`src/rtl/core/tevq_pkg.sv`:
```
// Timed event and ramp queue: shared types and constants.
// No dependencies; used by the interfaces, the slot cells and the top level.
package tevq_pkg;

  localparam int FRAME_W  = 48;
  localparam int ID_W     = 16;
  localparam int STEP_W   = 16;
  localparam int SF_W     = 32;
  localparam int PC_W     = 5;
  localparam int EV_IDX_W = 8;   // enough for the largest event table
  localparam int RP_IDX_W = 6;   // enough for the largest ramp table

  localparam logic [2:0] CMD_SCHED      = 3'd0;
  localparam logic [2:0] CMD_RAMP       = 3'd1;
  localparam logic [2:0] CMD_CANCEL     = 3'd2;
  localparam logic [2:0] CMD_CANCEL_ALL = 3'd3;
  localparam logic [2:0] CMD_TICK       = 3'd4;
  localparam logic [2:0] CMD_QUERY      = 3'd5;

  localparam logic [2:0] KIND_ACK   = 3'd0;
  localparam logic [2:0] KIND_FIRE  = 3'd1;
  localparam logic [2:0] KIND_STEP  = 3'd2;
  localparam logic [2:0] KIND_DONE  = 3'd3;
  localparam logic [2:0] KIND_QUERY = 3'd4;
  localparam logic [2:0] KIND_FULL  = 3'd5;
  localparam logic [2:0] KIND_NONE  = 3'd6;

  localparam logic [FRAME_W-1:0] FRAME_MAX = {FRAME_W{1'b1}};

  typedef struct packed {
    logic                hit;
    logic                cxl;
    logic [FRAME_W-1:0]  target;
    logic [ID_W-1:0]     tag;
    logic [EV_IDX_W-1:0] idx;
  } ev_cand_t;

  typedef struct packed {
    logic wr;
    logic clr;
    logic cxl;
  } ev_ctl_t;

  typedef struct packed {
    logic                hit;
    logic                cxl;
    logic [ID_W-1:0]     tag;
    logic [RP_IDX_W-1:0] idx;
  } rp_cand_t;

  typedef struct packed {
    logic wr;
    logic clr;
    logic cxl;
    logic step;
  } rp_ctl_t;

  typedef struct packed {
    logic [2:0]        kind;
    logic [ID_W-1:0]   id;
    logic [STEP_W-1:0] step;
  } res_t;

endpackage

```
`src/rtl/core/tevq_ev_cell.sv`:
```
// One event slot of the chain: holds target, id and flags, and forwards
// the earliest due candidate seen so far to its neighbor. Uses tevq_pkg.
module tevq_ev_cell (
  input  logic                              clk,
  input  logic                              rst_n,
  input  tevq_pkg::ev_ctl_t                 ctl,
  input  logic [tevq_pkg::FRAME_W-1:0]      wr_target,
  input  logic [tevq_pkg::ID_W-1:0]         wr_tag,
  input  logic [tevq_pkg::FRAME_W-1:0]      now,
  input  logic [tevq_pkg::EV_IDX_W-1:0]     slot_idx,
  input  tevq_pkg::ev_cand_t                cand_i,
  output tevq_pkg::ev_cand_t                cand_o,
  output logic                              valid_o,
  output logic                              cxl_o,
  output logic [tevq_pkg::ID_W-1:0]         tag_o,
  output logic [tevq_pkg::FRAME_W-1:0]      target_o
);
  logic                         valid_r;
  logic                         cxl_r;
  logic [tevq_pkg::FRAME_W-1:0] target_r;
  logic [tevq_pkg::ID_W-1:0]    tag_r;
  tevq_pkg::ev_cand_t           cand_r;
  tevq_pkg::ev_cand_t           cand_nxt;
  logic                         due;
  logic                         take;

  // Strict compares: on equal targets the lower tag wins; on a full tie the lower slot upstream keeps the candidate.
  always_comb begin
    due  = valid_r && (target_r <= now);
    take = due && (!cand_i.hit || (target_r < cand_i.target) ||
                   ((target_r == cand_i.target) && (tag_r < cand_i.tag)));
    if (take) begin
      cand_nxt.hit    = 1'b1;
      cand_nxt.cxl    = cxl_r;
      cand_nxt.target = target_r;
      cand_nxt.tag    = tag_r;
      cand_nxt.idx    = slot_idx;
    end else begin
      cand_nxt = cand_i;
    end
  end

  always_ff @(posedge clk) begin
    if (!rst_n) begin
      valid_r <= 1'b0;
      cxl_r   <= 1'b0;
      cand_r  <= '0;
    end else begin
      cand_r <= cand_nxt;
      if (ctl.clr) begin
        valid_r <= 1'b0;
        cxl_r   <= 1'b0;
      end else if (ctl.wr) begin
        valid_r <= 1'b1;
        cxl_r   <= 1'b0;
      end else if (ctl.cxl) begin
        cxl_r <= 1'b1;
      end
    end
  end

  always_ff @(posedge clk) begin
    if (ctl.wr) begin
      target_r <= wr_target;
      tag_r    <= wr_tag;
    end
  end

  assign cand_o   = cand_r;
  assign valid_o  = valid_r;
  assign cxl_o    = cxl_r;
  assign tag_o    = tag_r;
  assign target_o = target_r;
endmodule

```
`config.mk`:
```
export PLATFORM = sky130hd
export DESIGN_NAME = tevq_ev_cell
export DESIGN_NICKNAME = d
export VERILOG_FILES = /design/src/rtl/core/tevq_pkg.sv /design/src/rtl/core/tevq_ev_cell.sv
export SDC_FILE = /design/constraint.sdc
export NUM_CORES = 1
export LEC_CHECK = 0
export ABC_AREA = 1
export BUFFER_PORTS_ARGS = -buffer_cell sky130_fd_sc_hd__buf_2
export CORE_ASPECT_RATIO = 0.6
export CORE_MARGIN = 5
export CORE_UTILIZATION = 45
export CTS_CLUSTER_SIZE = 30
export DETAILED_ROUTE_END_ITERATION = 8
export GPL_TIMING_DRIVEN = 0
export PLACE_DENSITY = 0.78
export SYNTH_ARGS = -nofsm -noshare
export SYNTH_HDL_FRONTEND = slang
export SYNTH_SLANG_ARGS = --single-unit
```
`constraint.sdc`:
```
create_clock -name clk -period 4.77 [get_ports clk]
set_clock_uncertainty 0.2 [all_clocks]
set_input_delay 0.7155 -clock clk [delete_from_list [all_inputs] [get_ports clk]]
set_output_delay 0.7155 -clock clk [all_outputs]
set_load 0.005 [all_outputs]
```
==> qor.yml <==
status: "finished, final reports clean"
power.leakage_nw: 6.823
crit_path_end_kind: "flop"
drtIter0Drc: 415
wirelength_um: 27450
die-area_um2: 22170
cp_max_fo: 10
crit_slowest_cell: "edfxtp_1"
cts_max_level: 4
drcViolationCount: 0
cp_top_family: "simple AND/OR/NAND/NOR gates"
clock_tree.root_cell: "clkbuf_16"
synth_top_area_share_pct: 22.23
initial_utilization_pct: 45.66
yosys-top-cells-area: "edfxtp_1 22%, dfxtp_1 18%, ha_1 16%"
critPathMaxStageDelay_ns: 0.47
layout_commonest_cell: "buf_2"
worst_slew_pin_slew_ns: 0.9766
yosysSeqAreaShare_pct: 39.83
dr_total_vias: 8487
drive_above_1_share_pct: 26.27
diodes: 0
drv_cap: 0
synth.largest_area_cell: "edfxtp_1"
synth_area_per_cell_um2: 7.637
clockBufferDepth: 2
final_nets: 1798
crit_chain: "ha_1, nand2_1, nor2_1, nand2_1, nor2_2, nand3_1, nor2_1, a21oi_1, nand2_2, buf_4, buf_4, nand4_1, nand2_1, nor2_1"
post-cts-setup-buffers: 0
postRouteAntennaNets: 0
crit_buf_inv: 2
internal_power_mw: 2.642
peakVddDrop_uv: 236.5
grt_start_max_net_pins: 67
power-per-cell-area_nw_per_um2: 323.2
place_inst: 1715
gr-usage-all-layers_pct: 24.15
fin_crit_sh_pct: 59.49
syn_nets: 1442
fmax_mhz: 352.4
drv_slew: 0
hold_buffers: 0
synth_warnings: 0
share_seq_of_total_power_pct: 39.0
setup_viol: 0
cts_resized: 0
syn_area_um2: 8645
synthToLayoutAreaGrowth_pct: 30.66
final_cell_mix: "337 x buf_2, 297 x inv_1, 270 x nand2_1"
ios: 339
synth_seq_cells: 140
dpl_worst_slack_ns: 1.619
relSlewSlack_pct: 34.89
syn_inst: 1132
fp.dieW_um: 188.9
pwr-share-clk_pct: 41.0
cp.arrival_ns: 2.97
grt_first_pass_wirelength_um: 42660
tritoncts: "yes"
clk_pin_slew_ns: 0.07
finalWorstSetupSlack_ns: 1.933
drt-pass1-iter-count: 6
layout_min_cycle_time_ns: 2.837
globalRoute.totalOverflow: 0
synth.distinct_cells: 24
routabilityCongestion: 0.8689
vias_per_cell: 4.861
switchingPower_mw: 1.009
hold_violations: 0
worstPathRequired_ns: 4.90
die_h_um: 117.4
crit_path_start_kind: "flop"
stdcell_count: 1746
fp-row-count: 39
p_comb_share_pct: 20.1
core_area_um2: 18930
worstSetupPathType: "flop to flop"
fin_setup_tns_ns: 0
io_buffer_count: 337
grt_pass1_vias: 8281
antenna_found_initial: 1
min-delay-path-class: "input port to flop"
swShare_pct: 27.64
clk_latency_ns: 0.43
cts_buffers: 17
rsz0062_at_grt: "false"
wl_per_cell_um: 15.72
cts.sinks: 140
final_core_util_pct: 59.66
dp_hpwl_um: 21570
-- synth_stat cells, drive strengths merged --
cell and count:
o21a 4, inv 297, buf 31, nor2 110
o21ai 9, ha 111, and2 1, clkbuf 8
a21oi 49, dfxtp 76, nand4 80, a21o 3
o21bai 1, edfxtp 64, nor3 5, nand3 10
nor4 1, nand2 272
-- state kept, by name, indices dropped and copies added, names as in the netlist --
signal	flops
cand_o	74
target_o	48
tag_o	16
cxl_o	1
valid_o	1
-- cells by family (layout without fill, tap and decap cells) --
logic type | after synthesis | in the layout | share of synthesized area (%)
AO/OA/AOI/OAI | 66 | 66 | 4.053
adder cells (fa/ha/maj) | 111 | 111 | 16.07
buffers and inverters | 336 | 704 | 16.43
flip-flops | 140 | 140 | 39.83
AND/OR/NAND/NOR | 479 | 479 | 23.62
-- layout make-up --
type / count / area [um^2]
fillers: 1696 / 7639
multi-input cells: 656 / 3781
flip-flops and latches: 140 / 3443
repair buffers: 337 / 1689
inverters: 297 / 1115
clock buffers: 18 / 429.2
well taps: 246 / 307.8
plain buffers: 39 / 305.3
clock inverters: 13 / 224.0
-- routing by layer --
metal	share of wire, %	track usage, %	vias up
li1	-	-	4233
met1	45	31.99	3885
met2	46	38.89	335
met3	8.5	7.274	32
met4	1.2	5.778	2
met5	0.047	0	-
-- stage by stage --
step                area, um^2  total power [mW]  hold WS, ns
detailed placement       10640             2.173       0.3233
global route             11290             3.827       0.2327
CTS                      11290             3.670       0.2340
floorplan                 8645             1.842       0.2978
finish                   11290             3.651       0.2532
global placement         10640             2.144       0.3033
-- path summary, 6_finish.rpt --
check | start | end | slack, ns | depth (start not counted)
min reg2reg | cxl_o | cxl_o | 0.33 | 2
min | wr_target[25] | target_o[25] | 0.25 | 1
max reg2reg | target_o[39] | cand_o[49] | 1.93 | 14
max | target_o[39] | cand_o[49] | 1.93 | 14
-- power by group through the flow --
stage	sequential, mW	clock (mW)	combinational (mW)
floorplan	1.44	0	0.405
global placement	1.45	0	0.699
detailed placement	1.45	0	0.727
CTS	1.42	1.51	0.735
global route	1.43	1.56	0.833
finish	1.42	1.50	0.733
(Power assumes the default switching activity.)
