--- config.mk ---
export PLATFORM = sky130hd
export DESIGN_NAME = tevq_rp_cell
export DESIGN_NICKNAME = d
export VERILOG_FILES = /design/src/rtl/core/tevq_pkg.sv /design/src/rtl/core/tevq_rp_cell.sv
export SDC_FILE = /design/constraint.sdc
export NUM_CORES = 1
export LEC_CHECK = 0
export ABC_AREA = 0
export BUFFER_PORTS_ARGS = -buffer_cell sky130_fd_sc_hd__clkbuf_2
export CORE_MARGIN = 3
export CORE_UTILIZATION = 55
export CTS_CLUSTER_SIZE = 24
export DETAILED_ROUTE_END_ITERATION = 7
export GPL_TIMING_DRIVEN = 0
export PLACE_DENSITY = 0.86
export SLEW_MARGIN = 20
export SYNTH_ARGS = -nofsm -noshare
export SYNTH_HDL_FRONTEND = slang
export SYNTH_SLANG_ARGS = --single-unit
--- constraint.sdc ---
create_clock -name clk -period 7.5 [get_ports clk]
set_clock_uncertainty 0.05 [all_clocks]
set_input_delay 1.5 -clock clk [delete_from_list [all_inputs] [get_ports clk]]
set_output_delay 1.5 -clock clk [all_outputs]
set_load 0.005 [all_outputs]
--- src/rtl/core/tevq_pkg.sv ---
// Timed event and ramp queue: shared types and constants.
// No dependencies; used by the interfaces, the slot cells and the top level.
package tevq_pkg;

  localparam int FRAME_W  = 48;
  localparam int ID_W     = 16;
  localparam int STEP_W   = 16;
  localparam int SF_W     = 32;
  localparam int PC_W     = 5;
  localparam int EV_IDX_W = 8;   // enough for the largest event table
  localparam int RP_IDX_W = 6;   // enough for the largest ramp table

  localparam logic [2:0] CMD_SCHED      = 3'd0;
  localparam logic [2:0] CMD_RAMP       = 3'd1;
  localparam logic [2:0] CMD_CANCEL     = 3'd2;
  localparam logic [2:0] CMD_CANCEL_ALL = 3'd3;
  localparam logic [2:0] CMD_TICK       = 3'd4;
  localparam logic [2:0] CMD_QUERY      = 3'd5;

  localparam logic [2:0] KIND_ACK   = 3'd0;
  localparam logic [2:0] KIND_FIRE  = 3'd1;
  localparam logic [2:0] KIND_STEP  = 3'd2;
  localparam logic [2:0] KIND_DONE  = 3'd3;
  localparam logic [2:0] KIND_QUERY = 3'd4;
  localparam logic [2:0] KIND_FULL  = 3'd5;
  localparam logic [2:0] KIND_NONE  = 3'd6;

  localparam logic [FRAME_W-1:0] FRAME_MAX = {FRAME_W{1'b1}};

  typedef struct packed {
    logic                hit;
    logic                cxl;
    logic [FRAME_W-1:0]  target;
    logic [ID_W-1:0]     tag;
    logic [EV_IDX_W-1:0] idx;
  } ev_cand_t;

  typedef struct packed {
    logic wr;
    logic clr;
    logic cxl;
  } ev_ctl_t;

  typedef struct packed {
    logic                hit;
    logic                cxl;
    logic [ID_W-1:0]     tag;
    logic [RP_IDX_W-1:0] idx;
  } rp_cand_t;

  typedef struct packed {
    logic wr;
    logic clr;
    logic cxl;
    logic step;
  } rp_ctl_t;

  typedef struct packed {
    logic [2:0]        kind;
    logic [ID_W-1:0]   id;
    logic [STEP_W-1:0] step;
  } res_t;

endpackage

--- src/rtl/core/tevq_rp_cell.sv ---
// One ramp slot of the chain: holds the ramp state, advances it a step on
// request and forwards the lowest-id unvisited ramp. Uses tevq_pkg.
module tevq_rp_cell (
  input  logic                              clk,
  input  logic                              rst_n,
  input  tevq_pkg::rp_ctl_t                 ctl,
  input  logic [tevq_pkg::FRAME_W-1:0]      wr_origin,
  input  logic [tevq_pkg::SF_W-1:0]         wr_interval,
  input  logic [tevq_pkg::STEP_W-1:0]       wr_total,
  input  logic [tevq_pkg::ID_W-1:0]         wr_tag,
  input  logic                              seen_i,
  input  logic [tevq_pkg::RP_IDX_W-1:0]     slot_idx,
  input  tevq_pkg::rp_cand_t                cand_i,
  output tevq_pkg::rp_cand_t                cand_o,
  output logic                              valid_o,
  output logic [tevq_pkg::ID_W-1:0]         tag_o,
  output logic [tevq_pkg::FRAME_W-1:0]      next_o,
  output logic [tevq_pkg::STEP_W-1:0]       total_o,
  output logic [tevq_pkg::STEP_W-1:0]       done_o
);
  logic                         valid_r;
  logic                         cxl_r;
  logic [tevq_pkg::FRAME_W-1:0] next_r;
  logic [tevq_pkg::SF_W-1:0]    interval_r;
  logic [tevq_pkg::STEP_W-1:0]  total_r;
  logic [tevq_pkg::STEP_W-1:0]  done_r;
  logic [tevq_pkg::ID_W-1:0]    tag_r;
  tevq_pkg::rp_cand_t           cand_r;
  tevq_pkg::rp_cand_t           cand_nxt;
  logic [tevq_pkg::FRAME_W:0]   sum;
  logic [tevq_pkg::FRAME_W-1:0] next_nxt;
  logic                         take;

  always_comb begin
    sum      = {1'b0, next_r} + {{(tevq_pkg::FRAME_W + 1 - tevq_pkg::SF_W){1'b0}}, interval_r};
    next_nxt = sum[tevq_pkg::FRAME_W] ? tevq_pkg::FRAME_MAX : sum[tevq_pkg::FRAME_W-1:0];
    take     = valid_r && !seen_i && (!cand_i.hit || (tag_r < cand_i.tag));
    if (take) begin
      cand_nxt.hit = 1'b1;
      cand_nxt.cxl = cxl_r;
      cand_nxt.tag = tag_r;
      cand_nxt.idx = slot_idx;
    end else begin
      cand_nxt = cand_i;
    end
  end

  always_ff @(posedge clk) begin
    if (!rst_n) begin
      valid_r <= 1'b0;
      cxl_r   <= 1'b0;
      cand_r  <= '0;
    end else begin
      cand_r <= cand_nxt;
      if (ctl.clr) begin
        valid_r <= 1'b0;
        cxl_r   <= 1'b0;
      end else if (ctl.wr) begin
        valid_r <= 1'b1;
        cxl_r   <= 1'b0;
      end else if (ctl.cxl) begin
        cxl_r <= 1'b1;
      end
    end
  end

  always_ff @(posedge clk) begin
    if (ctl.wr) begin
      next_r     <= wr_origin;
      interval_r <= wr_interval;
      total_r    <= wr_total;
      done_r     <= '0;
      tag_r      <= wr_tag;
    end else if (ctl.step) begin
      next_r <= next_nxt;
      done_r <= done_r + 1'b1;
    end
  end

  assign cand_o  = cand_r;
  assign valid_o = valid_r;
  assign tag_o   = tag_r;
  assign next_o  = next_r;
  assign total_o = total_r;
  assign done_o  = done_r;
endmodule

==> results of run 1 <==
-- power by group --
| group | leakage [nW] | switching [mW] | internal [mW] |
|---|---|---|---|
| Combinational | 2.91 | 0.565 | 0.417 |
| Clock | 0.282 | 0.401 | 0.447 |
| Sequential | 1.45 | 0.0699 | 1.04 |
-- metrics by stage --
step / setup WS (ps) / utilization / hold slack [ps] / total power [mW]
floorplan: 3940 / - / 388 / 1.77
global placement: 2790 / 0.685 / 411 / 2.05
detailed placement: 3370 / 0.686 / 419 / 2.08
CTS: 3820 / 0.727 / 434 / 2.94
global route: 3600 / 0.727 / 461 / 3.09
finish: 3780 / 0.727 / 441 / 2.94
-- critical path, delay by kind of cell (launching register included) --
| kind | cells | cell delay, ps |
|---|---|---|
| compound gates | 6 | 1650 |
| fa+ha+maj | 2 | 680 |
| buf+inv | 2 | 490 |
| flops | 1 | 440 |
| simple gates | 1 | 150 |
-- worst max-delay path by stage --
stage | end | slack [ps] | cells past startpoint
CTS | cand_o[7] | 3820 | 11
floorplan | cand_o[0] | 3940 | 10
global route | next_o[12] | 3600 | 11
detailed placement | cand_o[7] | 3370 | 11
global placement | next_o[18] | 2790 | 3
finish | next_o[22] | 3780 | 11
-- state kept, by name, indices dropped and copies added (netlist names) --
signal and cells:
cxl_r 1, cand_o 24, total_o 16, next_o 48, interval_r 32, tag_o 16
done_o 16, valid_o 1
-- cells in the final DEF (no fill, tap or decap), drive strengths merged, types with 4 or more instances in the layout --
| cell | Yosys | routed |
|---|---|---|
| clkbuf | 15 | 301 |
| edfxtp | 112 | 112 |
| nand2 | 92 | 92 |
| ha | 48 | 48 |
| a21oi | 45 | 45 |
| inv | 32 | 43 |
| dfxtp | 42 | 42 |
| nor2 | 38 | 38 |
| o21ai | 34 | 34 |
| a2bb2oi | 33 | 33 |
| xor2 | 28 | 28 |
| mux2i | 25 | 25 |
| nand3 | 20 | 20 |
| a21o | 17 | 17 |
| xnor2 | 15 | 15 |
| buf | 12 | 13 |
| nand4 | 12 | 12 |
| and3 | 10 | 10 |
| or3 | 7 | 7 |
| o21a | 6 | 6 |
| nor3 | 6 | 6 |
| a31oi | 5 | 5 |
| o22a | 5 | 5 |
| o21bai | 4 | 4 |
| nand2b | 4 | 4 |
| a32oi | 4 | 4 |
| nor2b | 4 | 4 |
| and2 | 4 | 4 |
| o31a | 4 | 4 |
-- layout make-up --
cell class                      instances  share of cell area
Buffer                                 27              0.0151
Clock buffer                           18              0.0416
Clock inverter                         14              0.0142
Inverter                               33              0.0120
Multi-Input combinational cell        521               0.356
Sequential cell                       154               0.407
Tap cell                              180              0.0218
Timing Repair Buffer                  269               0.132
-- metal layers --
| layer | up-vias | share of wire | GRT usage |
|---|---|---|---|
| met4 | 0 | 0.043 | 0.140 |
| li1 | 3333 | - | - |
| met3 | 76 | 0.093 | 0.0946 |
| met1 | 3431 | 0.36 | 0.327 |
| met5 | - | 0 | 0 |
| met2 | 393 | 0.50 | 0.498 |
-- cell families after synthesis --
logic type	after synthesis	share of synthesized area
simple gates	210	0.122
compound gates	194	0.175
flops	154	0.515
buf+inv	60	0.0344
fa+ha+maj	49	0.0761
xor+xnor	43	0.0462
mux	25	0.0307
==> metrics.txt, run 1 <==
result of the run complete, no violations; power density over cell area 285 nW/um^2; number of distinct standard cells referenced by the synthesized netlist 79; reg-to-reg critical path startpoint next_o[0]; average instance area after synthesis 11.1 sq um; worst setup slack for register-to-register paths 3780 ps; kind of capture point of the worst setup path register; reg2reg path depth 11; area of all placed cells without fillers 10300 sq um; Sink Count 154; top post-synthesis cells by count sky130_fd_sc_hd__edfxtp_1, sky130_fd_sc_hd__nand2_1, sky130_fd_sc_hd__ha_1; setup fix buffers added after clock tree synthesis 0; unrepaired setup endpoints after global routing no; drt first pass iters 5; net count after synthesis 933; Starting Density 0.574; worst slew margin relative to its limit 0.509; post-DR wirelength/cell 19.6 microns; setup violators final 0; net count reported at finish 1221; Yosys reg bits 154; number of hold buffers added after CTS 0; boundary pin count 270; Critical Path Fanout Max 10; Vert. Die Dim 128 microns; Mapped Cells 735; fmax 269 MHz; Worst Hold Path Cells 2; static leakage power 4.64 nW; leading cell types by total area after synthesis sky130_fd_sc_hd__edfxtp_1, sky130_fd_sc_hd__dfxtp_1, sky130_fd_sc_hd__ha_1; vias after detailed routing 7233; via density per instance 5.95; die extent in x 128 microns; EDFF count, synth 112; TritonCTS buffer count 17; area taken by flip-flops and latches 4200 sq um; setup TNS 0 ps; FF-to-FF End next_o[22]; slew at the pin closest to its max-slew limit 737 ps; worst min-delay path class reg -> reg; post-synthesis instance area 8160 sq um; vias in the first global route 7318; cell-by-cell trace of the critical path ha_1 > fa_1 > a21oi_1 > o211ai_1 > a31oi_1 > nor4_2 > o31ai_2 > o21a_1 > buf_2 > buf_4 > a2bb2oi_1; share of the synthesized area in the top cell type 0.412; share of post-route cells with drive strength above 1 0.326; DRC marker count from the first detailed-route iteration 627; clock transition at the registers of the reported paths 70 ps; Crit path largest cell delay 450 ps; RePlAce Congestion 0.911; final number of hold-violating endpoints 0; number of antenna violations at the first check in global routing 0; most repeated cell in the gate-level netlist after synthesis sky130_fd_sc_hd__edfxtp_1; maximum number of pins on one net before global-route repair 49; number of placed instances, taps included 1184; Worst Min Path Start cxl_r; final standard cell count with taps included and fillers excluded 1216; async set or reset register ratio after synthesis 0; slowest stage cell, crit path sky130_fd_sc_hd__a31oi_1; number of max-cap violations 0; worst endpoint required time 7620 ps; Post-Place Cell Area 9750 sq um; detailed-route DRC error count 0; clock tree from TritonCTS done; predominant post-synthesis flop cell sky130_fd_sc_hd__edfxtp_1; arrival time at the worst endpoint 3840 ps; remaining antenna violation count after routing 0; number of warnings printed during yosys synthesis 0; # diodes 0; row count 43; number of cells upsized or downsized after cts 0; first-pass GRT wire length 37000 microns; Worst IR Drop VDD 0.177 mV; crit start category register; area of the multi-input gates 3680 sq um; Worst Hold Endpoint cand_o[22]; core region area 14200 sq um; gr usage total 0.291; residual overflow from global routing 0; HPWL after detailed placement 18000 microns; time the final worst path needs with I/O delays and setup 3720 ps; signed area change from the synthesized netlist to the final layout 26.6%; DIE AREA 16300 sq um; total wire length 23800 microns; Bufs on Longest Clock Path 2; clock latency on the worst-skew pair 430 ps; count of filler cells inserted in the layout 1033; number of max-slew violations in the final report 0; Port-buffer cells 268; crit share post-route 0.495; cell at the root of the clock tree sky130_fd_sc_hd__clkbuf_16; Critical Path Start next_o[0]; # H-tree levels 4; Setup CP Type reg -> reg; most area-hungry cell type in the Yosys netlist sky130_fd_sc_hd__edfxtp_1; proportion of synthesized chip area in sequential cells 0.515
Power figures use the tool's default switching activity.
==> inputs of run 2 (changes only) <==
CORE_UTILIZATION = 46   (was 55)
PLACE_DENSITY = 0.77   (was 0.86)
clock period = 3.4 ns   (was 7.5 ns; I/O delays follow)
==> run 2 against run 1 <==
Clock power grew 120%. Utilization fell by 13 points. Critical path type unchanged. Critical path depth fell by 2. Die area rose by 19%. Largest cell class unchanged. Highest routed layer unchanged. Non-clock buffer count up 2. Total power is 120% higher.
==> metrics.txt, run 2 (synthesized netlist as in run 1, its figures left out) <==
worst hold slack after final layout 369 ps; power density over cell area 622 nW/um^2; Worst IR Drop VDD 0.463 mV; Port-buffer cells 268; maximum number of pins on one net before global-route repair 49; Setup CP Type reg -> reg; crit share post-route 0.956; RePlAce Congestion 0.848; row count 48; via density per instance 5.48; number of max-slew violations in the final report 0; # H-tree levels 4; cell family with most CP delay compound AO/OA/AOI/OAI gates; die extent in x 139 microns; cell-by-cell trace of the critical path ha_1 > nand2_1 > nor3b_1 > o211a_1 > o21ai_2 > o41ai_2 > a21o_2 > a41oi_1 > o32a_1; total wire length 22700 microns; Power Total 6.49 mW; worst slack at placement -246 ps; gr usage total 0.233; fmax 308 MHz; remaining antenna violation count after routing 0; clock latency on the worst-skew pair 430 ps; cell at the root of the clock tree sky130_fd_sc_hd__clkbuf_16; final number of hold-violating endpoints 0; buffering stage count on the worst path with inverters included 0; arrival time at the worst endpoint 3380 ps; boundary pin count 270; worst endpoint required time 3530 ps; commonest non-fill, non-tap cell in the layout sky130_fd_sc_hd__clkbuf_2; worst slew margin relative to its limit 0.505; vias in the first global route 7064; minimum setup slack in the final design 149 ps; count of filler cells inserted in the layout 1497; clock transition at the registers of the reported paths 70 ps; Post-Place Cell Area 9810 sq um; unrepaired setup endpoints after global routing no; drt first pass iters 4; number of flip-flops in the largest register 48; Crit path largest cell delay 510 ps; first-pass GRT wire length 36100 microns; # diodes 0; Sink Count 154; core region area 17400 sq um; slowest stage cell, crit path sky130_fd_sc_hd__o41ai_2; Critical Path Fanout Max 8; setup TNS 0 ps; static leakage power 4.65 nW; detailed-route DRC error count 0; share of post-route cells with drive strength above 1 0.329; result of the run complete, no violations; Vert. Die Dim 139 microns; vias after detailed routing 6924; DRC marker count from the first detailed-route iteration 368; commonest cells after routing, fill and taps aside sky130_fd_sc_hd__clkbuf_2, sky130_fd_sc_hd__edfxtp_1, sky130_fd_sc_hd__nand2_1, sky130_fd_sc_hd__ha_1, sky130_fd_sc_hd__dfxtp_1; time the final worst path needs with I/O delays and setup 3250 ps; net count reported at finish 1223; residual overflow from global routing 0; HPWL after detailed placement 17200 microns; kind of capture point of the worst setup path register; Starting Density 0.470; number of max-cap violations 0; number of antenna violations at the first check in global routing 0; setup violators final 0; signed area change from the synthesized netlist to the final layout 27.8%; crit start category register; number of hold buffers added after CTS 0; TritonCTS buffer count 17; slew at the pin closest to its max-slew limit 742 ps; worst min-delay path class in -> reg; clock tree from TritonCTS done; Bufs on Longest Clock Path 2; post-DR wirelength/cell 18.0 microns; DIE AREA 19400 sq um; area of all placed cells without fillers 10400 sq um
==> run 2: where the power goes <==
group / total [mW] / switching [mW] / internal (mW)
sequential: 2.44 / 0.141 / 2.30
clock: 1.86 / 0.879 / 0.986
combinational: 2.19 / 1.25 / 0.940
==> run 2: through the flow <==
step / utilization / instances
final: 0.601 / 1263
after global routing: 0.601 / 1263
after CTS: 0.600 / 1261
after detailed placement: 0.565 / 1229
after global placement: 0.564 / 1228
after floorplan: - / 735
==> run 2: timing repair <==
| item | CTS | global route |
|---|---|---|
| cloned | 0 | 0 |
| resized for setup | 3 | 2 |
| pin swaps | 0 | 2 |
| endpoints found under the setup margin | 45 | 32 |
| buffers inserted | 0 | 2 |
==> run 2: final timing paths <==
path / from / to / slack, ps / cells past startpoint
min reg2reg: cxl_r / cand_o[22] / 420 / 2
max reg2reg: next_o[4] / next_o[35] / 150 / 9
min: wr_tag[13] / tag_o[13] / 370 / 1
max: next_o[4] / next_o[35] / 150 / 9
==> run 2: routing by layer <==
layer	track usage	share of wire	routed length (microns)
met1	0.270	0.41	9290
met2	0.407	0.50	11300
met3	0.0776	0.076	1720
met4	0.0731	0.019	429
met5	0	0	0
==> run 2: worst register-to-register path, delay by kind of cell, from the launching register on <==
| family | cells | cell delay [ps] |
|---|---|---|
| fa+ha+maj | 1 | 390 |
| compound gates | 6 | 1720 |
| flops | 1 | 400 |
| simple gates | 2 | 440 |
==> run 2: final cells by class <==
class | count | area, sq um | area share
multi-input combinational | 521 | 3700 | 0.354
inverter | 33 | 124 | 0.0119
timing repair buffer | 271 | 1380 | 0.132
tap | 225 | 282 | 0.0270
sequential | 154 | 4200 | 0.403
clock buffer | 18 | 429 | 0.0411
clock inverter | 14 | 155 | 0.0149
buffer | 27 | 163 | 0.0156
